==> src/rtl/flcg_pkg.sv <==
// Shared types and constants for the servo fault latch and command guard.
package flcg_pkg;

    // Request function selector
    typedef enum logic [1:0] {
        FUNC_REPORT = 2'd0,
        FUNC_EXIT   = 2'd1,
        FUNC_FILTER = 2'd2
    } func_t;

    // Fault and status codes
    typedef enum logic [2:0] {
        FAULT_SUCCESS = 3'd0,
        FAULT_EXCEED  = 3'd1,
        FAULT_BEHIND  = 3'd2,
        FAULT_VEL     = 3'd3,
        FAULT_TORQUE  = 3'd4,
        FAULT_SIGNAL  = 3'd5,
        FAULT_TEMP    = 3'd6,
        FAULT_OTHER   = 3'd7
    } fault_t;

    // Configuration register indexes
    typedef enum logic [1:0] {
        CFG_SAFETY_ENABLED = 2'd0,
        CFG_POSITION_MAX   = 2'd1,
        CFG_POSITION_MIN   = 2'd2
    } cfg_index_t;

    localparam int FLAG_COUNT = 6;

    typedef logic [FLAG_COUNT-1:0] flags_t;

    // Latch positions in the fault flag word
    localparam int FLAG_EXCEED = 0;
    localparam int FLAG_BEHIND = 1;
    localparam int FLAG_VEL    = 2;
    localparam int FLAG_TORQUE = 3;
    localparam int FLAG_SIGNAL = 4;
    localparam int FLAG_TEMP   = 5;

    // Map a fault code to its latch bit; success and other map to nothing
    function automatic flags_t fault_mask(fault_t code);
        flags_t mask;
        mask = '0;
        case (code)
            FAULT_EXCEED: mask[FLAG_EXCEED] = 1'b1;
            FAULT_BEHIND: mask[FLAG_BEHIND] = 1'b1;
            FAULT_VEL:    mask[FLAG_VEL]    = 1'b1;
            FAULT_TORQUE: mask[FLAG_TORQUE] = 1'b1;
            FAULT_SIGNAL: mask[FLAG_SIGNAL] = 1'b1;
            FAULT_TEMP:   mask[FLAG_TEMP]   = 1'b1;
            default:      mask = '0;
        endcase
        return mask;
    endfunction

endpackage

==> src/rtl/fault_latch_command_guard_core.sv <==
// Servo fault latch and command guard: fault latches, hold anchor and command filter.
//
// Usage:
//   Input channel (in_valid / in_stall) carries one request: func, fault_code,
//   servo_position, servo_lagging and command_position. A request is taken at
//   a rising edge with in_valid high and in_stall low.
//   Output channel (out_valid / out_stall) returns exactly one result per
//   request: status_code and safe_position, in request order.
//   A request is first held in an input register; then the fault latches
//   update and the result is loaded into the output register.
//   Throughput: one request per cycle while out_stall is low; the path from
//   the input register through the latch update and clamp compare to the
//   output register sets it.
//   When the receiver stalls, the output register holds its result; the input
//   register still takes one more request, then in_stall rises until the
//   output drains.
//   Configuration writes (cfg_write, cfg_index, cfg_data) take effect at the next
//   edge. The user must make them only while no request is in flight; not checked.
//   Reset clears the fault latches and hold anchor, enables safety and loads
//   the default position limits; both channels come up empty.
module fault_latch_command_guard_core #(
    parameter int POSITION_BITS = 16
) (
    input  logic                            clk,
    input  logic                            rst_n,

    input  logic                            cfg_write,
    input  logic [1:0]                      cfg_index,
    input  logic [POSITION_BITS-1:0]        cfg_data,

    input  logic                            in_valid,
    output logic                            in_stall,
    input  logic [1:0]                      func,
    input  logic [2:0]                      fault_code,
    input  logic signed [POSITION_BITS-1:0] servo_position,
    input  logic                            servo_lagging,
    input  logic signed [POSITION_BITS-1:0] command_position,

    output logic                            out_valid,
    input  logic                            out_stall,
    output logic [2:0]                      status_code,
    output logic signed [POSITION_BITS-1:0] safe_position
);

    localparam logic [POSITION_BITS-1:0] POS_MAX_RESET = POSITION_BITS'(32'sd16384);
    localparam logic [POSITION_BITS-1:0] POS_MIN_RESET = POSITION_BITS'(-32'sd16384);

    // Configuration registers
    logic                            safety_enabled_reg;
    logic signed [POSITION_BITS-1:0] position_max_reg;
    logic signed [POSITION_BITS-1:0] position_min_reg;

    // Input stage
    logic                            s1_valid_reg;
    flcg_pkg::func_t                 s1_func_reg;
    flcg_pkg::fault_t                s1_code_reg;
    logic signed [POSITION_BITS-1:0] s1_servo_reg;
    logic                            s1_lag_reg;
    logic signed [POSITION_BITS-1:0] s1_cmd_reg;

    // Block state
    flcg_pkg::flags_t                flags_reg;
    flcg_pkg::flags_t                flags_next;
    logic signed [POSITION_BITS-1:0] hold_position_reg;
    logic signed [POSITION_BITS-1:0] hold_position_next;

    // Output stage
    logic                            out_valid_reg;
    logic [2:0]                      status_reg;
    logic [2:0]                      status_next;
    logic signed [POSITION_BITS-1:0] safe_position_reg;
    logic signed [POSITION_BITS-1:0] safe_position_next;

    logic out_open;
    logic fire;
    logic in_take;
    logic behind_hit;
    logic above_max;
    logic below_min;

    // Handshake: output opens when empty or drained; input waits on a full stage
    assign out_open = !out_valid_reg || !out_stall;
    assign fire     = s1_valid_reg && out_open;
    assign in_stall = s1_valid_reg && !out_open;
    assign in_take  = in_valid && !in_stall;

    assign out_valid     = out_valid_reg;
    assign status_code   = status_reg;
    assign safe_position = safe_position_reg;

    // Write configuration registers
    always_ff @(posedge clk or negedge rst_n)
    begin
        if (!rst_n)
        begin
            safety_enabled_reg <= 1'b1;
            position_max_reg   <= POS_MAX_RESET;
            position_min_reg   <= POS_MIN_RESET;
        end
        else if (cfg_write)
        begin
            case (flcg_pkg::cfg_index_t'(cfg_index))
                flcg_pkg::CFG_SAFETY_ENABLED: safety_enabled_reg <= cfg_data[0];
                flcg_pkg::CFG_POSITION_MAX:   position_max_reg   <= cfg_data;
                flcg_pkg::CFG_POSITION_MIN:   position_min_reg   <= cfg_data;
                default:                      ;
            endcase
        end
    end

    // Hold the input stage valid flag
    always_ff @(posedge clk or negedge rst_n)
    begin
        if (!rst_n)
        begin
            s1_valid_reg <= 1'b0;
        end
        else if (in_take)
        begin
            s1_valid_reg <= 1'b1;
        end
        else if (fire)
        begin
            s1_valid_reg <= 1'b0;
        end
    end

    // Capture the request payload
    always_ff @(posedge clk)
    begin
        if (in_take)
        begin
            s1_func_reg  <= flcg_pkg::func_t'(func);
            s1_code_reg  <= flcg_pkg::fault_t'(fault_code);
            s1_servo_reg <= servo_position;
            s1_lag_reg   <= servo_lagging;
            s1_cmd_reg   <= command_position;
        end
    end

    // Detect a position-behind event and compare the command to the limits
    assign behind_hit = (s1_code_reg == flcg_pkg::FAULT_BEHIND)
                     || (s1_lag_reg && ((s1_code_reg == flcg_pkg::FAULT_TORQUE)
                                     || (s1_code_reg == flcg_pkg::FAULT_TEMP)));
    assign above_max  = s1_cmd_reg > position_max_reg;
    assign below_min  = s1_cmd_reg < position_min_reg;

    // Compute latch update and result for the request in the input stage
    always_comb
    begin
        flags_next         = flags_reg;
        hold_position_next = hold_position_reg;
        status_next        = flcg_pkg::FAULT_SUCCESS;
        safe_position_next = '0;
        case (s1_func_reg)
            flcg_pkg::FUNC_REPORT:
            begin
                status_next = s1_code_reg;
                if (safety_enabled_reg)
                begin
                    flags_next = flags_reg | flcg_pkg::fault_mask(s1_code_reg);
                    if (behind_hit)
                    begin
                        flags_next[flcg_pkg::FLAG_BEHIND] = 1'b1;
                        if (!flags_reg[flcg_pkg::FLAG_BEHIND])
                        begin
                            hold_position_next = s1_servo_reg;
                        end
                    end
                    if ((s1_code_reg == flcg_pkg::FAULT_EXCEED)
                        || (s1_code_reg == flcg_pkg::FAULT_BEHIND))
                    begin
                        status_next = flcg_pkg::FAULT_SUCCESS;
                    end
                end
            end
            flcg_pkg::FUNC_EXIT:
            begin
                if (safety_enabled_reg)
                begin
                    flags_next = flags_reg & ~flcg_pkg::fault_mask(s1_code_reg);
                end
            end
            flcg_pkg::FUNC_FILTER:
            begin
                safe_position_next = s1_cmd_reg;
                if (safety_enabled_reg)
                begin
                    if (flags_reg[flcg_pkg::FLAG_EXCEED] && above_max)
                    begin
                        safe_position_next = position_max_reg;
                    end
                    else if (flags_reg[flcg_pkg::FLAG_EXCEED] && below_min)
                    begin
                        safe_position_next = position_min_reg;
                    end
                    else if (flags_reg[flcg_pkg::FLAG_BEHIND])
                    begin
                        safe_position_next = hold_position_reg;
                    end
                end
            end
            default:
            begin
                status_next        = flcg_pkg::FAULT_SUCCESS;
                safe_position_next = '0;
            end
        endcase
    end

    // Advance the fault latches and hold anchor
    always_ff @(posedge clk or negedge rst_n)
    begin
        if (!rst_n)
        begin
            flags_reg         <= '0;
            hold_position_reg <= '0;
        end
        else if (fire)
        begin
            flags_reg         <= flags_next;
            hold_position_reg <= hold_position_next;
        end
    end

    // Hold the output valid flag
    always_ff @(posedge clk or negedge rst_n)
    begin
        if (!rst_n)
        begin
            out_valid_reg <= 1'b0;
        end
        else if (out_open)
        begin
            out_valid_reg <= s1_valid_reg;
        end
    end

    // Load the result
    always_ff @(posedge clk)
    begin
        if (fire)
        begin
            status_reg        <= status_next;
            safe_position_reg <= safe_position_next;
        end
    end

    // An enabled exceed report leaves the exceed latch set
    assert property (@(posedge clk) disable iff (!rst_n)
        fire && safety_enabled_reg && (s1_func_reg == flcg_pkg::FUNC_REPORT)
            && (s1_code_reg == flcg_pkg::FAULT_EXCEED)
        |=> flags_reg[flcg_pkg::FLAG_EXCEED])
        else $error("exceed latch not set by exceed report");

    // The hold anchor moves only when the behind latch goes from clear to set
    assert property (@(posedge clk) disable iff (!rst_n)
        !$stable(hold_position_reg) |-> $rose(flags_reg[flcg_pkg::FLAG_BEHIND]))
        else $error("hold anchor changed without behind latch rising");

    // A result leaves the output register only when it is taken
    assert property (@(posedge clk) disable iff (!rst_n)
        $fell(out_valid_reg) |-> $past(!out_stall))
        else $error("result dropped while stalled");

    // Input stalls only with a request waiting in the input stage
    assert property (@(posedge clk) disable iff (!rst_n)
        in_stall |-> s1_valid_reg && out_valid_reg)
        else $error("input stalled with room to advance");

endmodule
==> config.mk <==
export PLATFORM = sky130hd
export DESIGN_NAME = fault_latch_command_guard_core
export DESIGN_NICKNAME = d
export VERILOG_FILES = /design/src/rtl/flcg_pkg.sv /design/src/rtl/fault_latch_command_guard_core.sv
export SDC_FILE = /design/constraint.sdc
export NUM_CORES = 1
export LEC_CHECK = 0
export BUFFER_PORTS_ARGS = -buffer_cell sky130_fd_sc_hd__buf_2
export CAP_MARGIN = 20
export CORE_UTILIZATION = 61
export DETAILED_ROUTE_END_ITERATION = 8
export PLACE_DENSITY_LB_ADDON = 0.05
export SLEW_MARGIN = 40
export SYNTH_ARGS = -nofsm -noshare
export SYNTH_HDL_FRONTEND = slang
export SYNTH_SLANG_ARGS = --single-unit
==> constraint.sdc <==
create_clock -name clk -period 5.07 [get_ports clk]
set_clock_uncertainty 0.15 [all_clocks]
set_input_delay 0.2535 -clock clk [delete_from_list [all_inputs] [get_ports clk]]
set_output_delay 0.2535 -clock clk [all_outputs]
set_load 0.01 [all_outputs]
==> results of run 1 <==
==> layout by cell type (no fill, tap or decap), drive strengths merged, types with 4 or more instances in the layout <==
master       Yosys  routed
dlygate4sd3      0      57
mux2i           18      18
clkbuf           4       9
nand4            5       5
ha              31      31
a21o             4       4
dfrtp           49      49
o21ai            6       6
mux2            64      64
dfstp            4       4
nand3b           5       5
buf              7      85
a21oi            9       9
nand2b           6       6
edfxtp          57      57
o221ai          15      15
nand3            4       4
inv             32      37
nand2           28      28
==> how the worst max path moves through the flow <==
stage	end	slack [ns]	cells after the start
6_report	safe_position[14]	2.09	9
3_3_place_gp	safe_position[1]	1.84	9
2_1_floorplan	safe_position[10]	2.56	11
3_5_place_dp	safe_position[14]	2.12	9
5_1_grt	safe_position[1]	1.97	9
4_1_cts	safe_position[14]	2.09	9
==> stage by stage <==
step | hold WS [ns] | instances
2_1_floorplan | -0.192 | 375
3_3_place_gp | 0.272 | 551
3_5_place_dp | 0.279 | 554
4_1_cts | 0.100 | 627
5_1_grt | 0.109 | 627
6_report | 0.115 | 627
==> area by class of cell <==
| class | instances | area share, % |
|---|---|---|
| tap | 105 | 2.00 |
| multi-input combinational | 222 | 31.6 |
| clock inverter | 7 | 0.951 |
| timing repair buffer | 142 | 15.5 |
| inverter | 32 | 1.83 |
| clock buffer | 9 | 1.88 |
| sequential | 110 | 46.3 |
==> per-layer routing <==
metal | track usage [%] | share of wire, % | vias up
met2 | 48.0 | 51 | 108
met1 | 34.7 | 43 | 1752
met5 | 0 | 0 | -
met4 | 10.3 | 1.7 | 0
met3 | 5.42 | 4.7 | 17
li1 | - | - | 1680
==> power by group <==
part	internal [mW]	switching, mW	leakage [nW]	total [mW]
sequential	1.08	0.105	1.20	1.18
combinational	0.266	0.237	1.58	0.503
clock	0.191	0.320	0.0984	0.511
==> cells by family after synthesis <==
group | after synthesis
AOI/OAI and AO/OA | 45
adders and majority gates | 31
buffers and inverters | 43
DFF | 110
muxes | 82
and+or+nand+nor | 64
==> critical path: stages, from the launching register on <==
cell,delay [ns]
dfstp_2,0.55
inv_1,0.06
ha_1,0.29
and4_1,0.25
nand4_1,0.15
a21o_1,0.20
o211a_1,0.13
mux2i_2,0.24
nand2b_2,0.51
o221ai_1,0.18
==> what timing repair did <==
action	CTS	global route
hold endpoints to repair	122	0
resized for setup	0	0
hold buffers	57	0
==> Yosys cell counts (2+ instances only) <==
| master | count |
|---|---|
| o221ai_1 | 4 |
| nand3b_1 | 5 |
| nand4_1 | 5 |
| and4_1 | 2 |
| nand2_1 | 27 |
| mux2_2 | 54 |
| o211a_1 | 3 |
| o21ai_1 | 2 |
| nor2_1 | 2 |
| nand3_1 | 4 |
| clkbuf_1 | 4 |
| ha_1 | 31 |
| nand2b_1 | 6 |
| o21ai_0 | 4 |
| o211ai_1 | 2 |
| mux2i_1 | 17 |
| nor2b_1 | 2 |
| nor3b_1 | 2 |
| and2_1 | 2 |
| dfrtp_1 | 49 |
| dfstp_2 | 4 |
| edfxtp_1 | 57 |
| inv_1 | 32 |
| buf_6 | 3 |
| a21oi_1 | 9 |
| mux2_1 | 10 |
| a21o_1 | 4 |
| o221ai_2 | 11 |
==> impl_results.md, run 1 <==
* Setup slack after layout at 2.09 ns
* DRT iter0 DRCs at 115
* Synth Net Count at 467
* Gr ovfl total at 0
* Worst setup startpoint: position_max_reg[14]
* Crit. End Element: flop
* Clk sinks at 110
* Design area at 0.00658 mm^2
* Slew margin rel. at 46.4%
* Avg WL per Cell at 18.4 um
* Hold path startpoint: cfg_index[1]
* Slew Viols, Final at 0
* Hold WC Path Type: in -> reg
* CTS max path bufs at 2
* Clock transition at path regs at 0.10 ns
* Total power at 2.20 mW
* Yosys reg bits at 110
* Top Ports at 82
* Synth unique cells at 46
* Starting Density at 63.8%
* Post-Synth Simple-Gate Area at 6.75%
* Final setup viols at 0
* Crit-path max FO at 16
* Adder and majority gate portion of the synthesized area at 7.29%
* Placed Area at 0.00582 mm^2
* DR vias at 3557
* Asr flop ratio synth at 48.2%
* Final Hold Viols at 0
* Setup Crit Path Kind: reg -> reg
* Req. time, crit path at 5.03 ns
* FF-to-FF End: safe_position[14]
* Synth Area in Compound Gates at 7.67%
* Global-route wire length before repair at 18400 um
* Largest net degree at the start of global routing at 54
* Initial antenna violation count at 0
* Reg2Reg Depth at 9
* Half-perimeter wire length after placement at 7450 um
* Worst slew pin tran at 0.802 ns
* Worst IR Drop VDD at 0.236 mV
* Area Overhead vs Synth at 23.6%
* Vias/cell at 5.67
* Fillers at 524
* Xor/xnor cell area share of the yosys netlist at 0%
* Place WS at 2.12 ns
* Worst path arrival time at 2.94 ns
* Clk_lat worst skew at 0.38 ns
* DR pass1 iterations at 4
* Dominant cell type by area after synthesis: edfxtp_1
* Yosys warns at 0
* Die Ht at 95.4 um
* Top post-synthesis cells by area: edfxtp_1 32%, dfrtp_1 23%, mux2_2 11%
* Post-synth top flop: edfxtp_1
* WL final at 11600 um
* Post-CTS setup buffers at 0
* Min Tclk post-route at 2.98 ns
* Post-synth EDFFs at 57
* # rows at 33
* Mux cell area share after synthesis at 17.0%
* Overall Global Routing Usage at 27.8%
* Fmax at 336 MHz
* Drc violations at 0
* Nets at 609
* Root Buffer: clkbuf_8
* Largest family of logic cells by synthesized area: multiplexers
* Syn avg cell area at 14.2 um^2
* Detail Route Antenna Nets at 0
* Period utilization at 58.7%
* Register Area at 0.00304 mm^2
* Reg-to-reg startpoint: position_max_reg[14]
* Number of global-route vias before repair at 3705
* Mapped Cells at 375
* Worst hold stages at 3
* Routability cong. at 0.810
* TritonCTS Buffers at 9
* Netlist Area Pre-Place at 0.00532 mm^2
* Fin util at 78.8%
* Die width at 95.4 um
* Hold Crit Endpoint: safety_enabled_reg
* R2r setup slk at 2.09 ns
* Pleak at 2.87 nW
* Die ar. at 0.00910 mm^2
* PortBufs at 81
* Multi-input logic area at 0.00208 mm^2
* Core footprint at 0.00834 mm^2
* ANT cells at 0
* PD cells at 334 mW/mm^2
* CP Launch Type: flop
* Status: finished, final reports clean
* Layout cell share with drive strength beyond 1 at 34.9%
* Area share of the largest cell type after synthesis at 32.2%
* Max-cap violations at 0
* CTS tree: built
* RSZ-0062 raised after global routing: no
* Final setup TNS at 0 ns
* # H-tree levels at 3
* Post-synthesis sequential area ratio at 57.2%
Note: power is estimated with default switching activity, not from simulation.
==> inputs of run 2 (changes only) <==
--- a/config.mk
+++ b/config.mk
@@ -7,7 +7,7 @@
 export LEC_CHECK = 0
 export BUFFER_PORTS_ARGS = -buffer_cell sky130_fd_sc_hd__buf_2
 export CAP_MARGIN = 20
-export CORE_UTILIZATION = 61
+export CORE_UTILIZATION = 51
 export DETAILED_ROUTE_END_ITERATION = 8
 export PLACE_DENSITY_LB_ADDON = 0.05
 export SLEW_MARGIN = 40
==> constraint.sdc (replaced) <==
create_clock -name clk -period 2.7 [get_ports clk]
set_clock_uncertainty 0.15 [all_clocks]
set_input_delay 0.135 -clock clk [delete_from_list [all_inputs] [get_ports clk]]
set_output_delay 0.135 -clock clk [all_outputs]
set_load 0.01 [all_outputs]
==> impl_results.md, run 2 (synthesis results as in run 1) <==
* Half-perimeter wire length after placement at 8070 um (was 7450 um)
* Clk_lat worst skew at 0.38 ns (about the same)
* Reg-to-reg startpoint: position_max_reg[14] (unchanged)
* Largest net degree at the start of global routing at 23 (was 54)
* Die ar. at 0.0108 mm^2 (was 0.00910 mm^2)
* CTS tree: built (unchanged)
* Place WS at -0.0821 ns (was 2.12 ns)
* DR vias at 3590 (was 3557)
* Number of global-route vias before repair at 3815 (was 3705)
* DRT iter0 DRCs at 103 (was 115)
* PD cells at 616 mW/mm^2 (was 334 mW/mm^2)
* Clock transition at path regs at 0.11 ns (was 0.10 ns)
* Final Hold Viols at 0 (unchanged)
* CP Launch Type: flop (unchanged)
* Vias/cell at 5.29 (was 5.67)
* Req. time, crit path at 2.67 ns (was 5.03 ns)
* # H-tree levels at 3 (unchanged)
* Buffers & Inverters on Critical Path at 2 (was 1)
* Setup slack after layout at 0.0293 ns (was 2.09 ns)
* Placed Area at 0.00598 mm^2 (was 0.00582 mm^2)
* ANT cells at 0 (unchanged)
* Gr busiest metal: met2 (unchanged)
* Starting Density at 53.4% (was 63.8%)
* Worst IR Drop VDD at 0.456 mV (was 0.236 mV)
* TritonCTS Buffers at 9 (unchanged)
* Area Overhead vs Synth at 29.6% (was 23.6%)
* Top Ports at 82 (unchanged)
* Drc violations at 0 (unchanged)
* Met1 Track Usage GR at 29.9% (was 34.7%)
* Routability cong. at 0.787 (was 0.810)
* Most frequent cells in the layout: 81 x buf_2, 60 x dlygate4sd3_1, 57 x edfxtp_1 (was 81 x buf_2, 57 x dlygate4sd3_1, 57 x edfxtp_1)
* Max incr delay on CP at 0.55 ns (about the same)
* Worst slew pin tran at 0.557 ns (was 0.802 ns)
* Max-cap violations at 0 (unchanged)
* Avg WL per Cell at 17.4 um (was 18.4 um)
* Worst path arrival time at 2.64 ns (was 2.94 ns)
* WL final at 11800 um (was 11600 um)
* Crit. End Element: flop (unchanged)
* Crit-path max FO at 4 (was 16)
* Layout cell share with drive strength beyond 1 at 39.3% (was 34.9%)
* RSZ-0062 raised after global routing: yes (was no)
* R2r setup slk at 0.03 ns (was 2.09 ns)
* Global-route wire length before repair at 19200 um (was 18400 um)
* Design area at 0.00689 mm^2 (was 0.00658 mm^2)
* M2 GR Usage at 39.9% (was 48.0%)
* Slew margin rel. at 62.9% (was 46.4%)
* Final setup viols at 0 (unchanged)
* Root Buffer: clkbuf_8 (unchanged)
* Nets at 632 (was 609)
* Status: finished, final reports clean (unchanged)
* DR pass1 iterations at 4 (unchanged)
* Period utilization at 98.9% (was 58.7%)
* Die width at 104 um (was 95.4 um)
* CTS max path bufs at 2 (unchanged)
* Min Tclk post-route at 2.67 ns (was 2.98 ns)
* Overall Global Routing Usage at 23.2% (was 27.8%)
* Detail Route Antenna Nets at 0 (unchanged)
* Clk sinks at 110 (unchanged)
* Commonest non-fill, non-tap cell in the layout: buf_2 (unchanged)
* Pleak at 3.00 nW (was 2.87 nW)
* Worst setup startpoint: position_max_reg[14] (unchanged)
* PortBufs at 81 (unchanged)
* CP max-delay cell: dfstp_2 (unchanged)
* CP Cell Sequence: inv_2 -> ha_4 -> and4_4 -> nand4_1 -> a21o_1 -> o211a_1 -> mux2i_2 -> nand2b_4 -> buf_6 -> o221ai_4 (was inv_1 -> ha_1 -> and4_1 -> nand4_1 -> a21o_1 -> o211a_1 -> mux2i_2 -> nand2b_2 -> o221ai_1)
* Slew Viols, Final at 0 (unchanged)
* GR Layer Usage met3 at 4.39% (was 5.42%)
* # rows at 36 (was 33)
* Initial antenna violation count at 0 (unchanged)
* Setup Crit Path Kind: reg -> reg (unchanged)
* Cell family with most CP delay: simple AND/OR/NAND/NOR gates (unchanged)
* Fmax at 374 MHz (was 336 MHz)
* Gr ovfl total at 0 (unchanged)
* Hold WC Path Type: in -> async (was in -> reg)
* Core footprint at 0.00995 mm^2 (was 0.00834 mm^2)
* Die Ht at 104 um (was 95.4 um)
==> run 2: cell types whose count changed in the layout (fill, tap and decap cells not counted), sizes merged <==
cell	previous run	this run
dlygate4sd3	57	60
inv	37	38
buf	85	105
clkinv	2	1
==> run 2: worst paths after layout <==
path | depth (start not counted) | endpoint
setup reg to reg | 10 | safe_position[13]
max in group asynchronous | 3 | position_min_reg[14]
min in group clk | 4 | position_min_reg[5]
hold / removal | 2 | hold_position_reg[10]
hold reg to reg | 1 | hold_position_reg[6]
setup / recovery | 10 | safe_position[13]
==> run 2: repair_timing <==
action | in CTS | in global routing
pin swaps | 1 | 4
setup endpoints to repair | 16 | 16
hold buffers | 60 | 0
setup buffers | 0 | 2
hold endpoints to repair | 91 | 0
resized for setup | 4 | 15
cloned | 0 | 0
==> run 2: layout make-up <==
| cell class | count | area (um^2) |
|---|---|---|
| fill | 746 | 3060 |
| multi-input combinational | 222 | 2160 |
| clock buffer | 9 | 124 |
| clock inverter | 7 | 67.6 |
| inverter | 32 | 120 |
| sequential | 110 | 3040 |
| tap | 133 | 166 |
| timing repair buffer | 165 | 1210 |
==> run 2: where the power goes <==
group | switching (mW) | internal (mW) | leakage (nW)
clock | 0.604 | 0.367 | 0.102
sequential | 0.195 | 2.02 | 1.20
combinational | 0.486 | 0.570 | 1.70
total | 1.28 | 2.96 | 3.00
==> run 2: layer usage <==
metal | vias to the layer above | wire (um)
met5 | - | 0
met4 | 0 | 150
met3 | 13 | 473
met2 | 87 | 5830
met1 | 1763 | 5330
li1 | 1727 | -
==> run 2: stage by stage <==
stage	setup TNS, ns	hold slack (ns)	utilization [%]	total power, mW	instances
6_report	0	0.112	69.2	4.25	678
3_5_place_dp	-0.723	-0.000765	60.1	3.18	600
5_1_grt	-0.644	0.138	69.2	4.48	678
3_3_place_gp	-0.408	-0.00704	60.1	3.15	600
2_1_floorplan	0	-0.311	-	2.84	375
4_1_cts	-0.0675	0.115	68.2	4.22	676
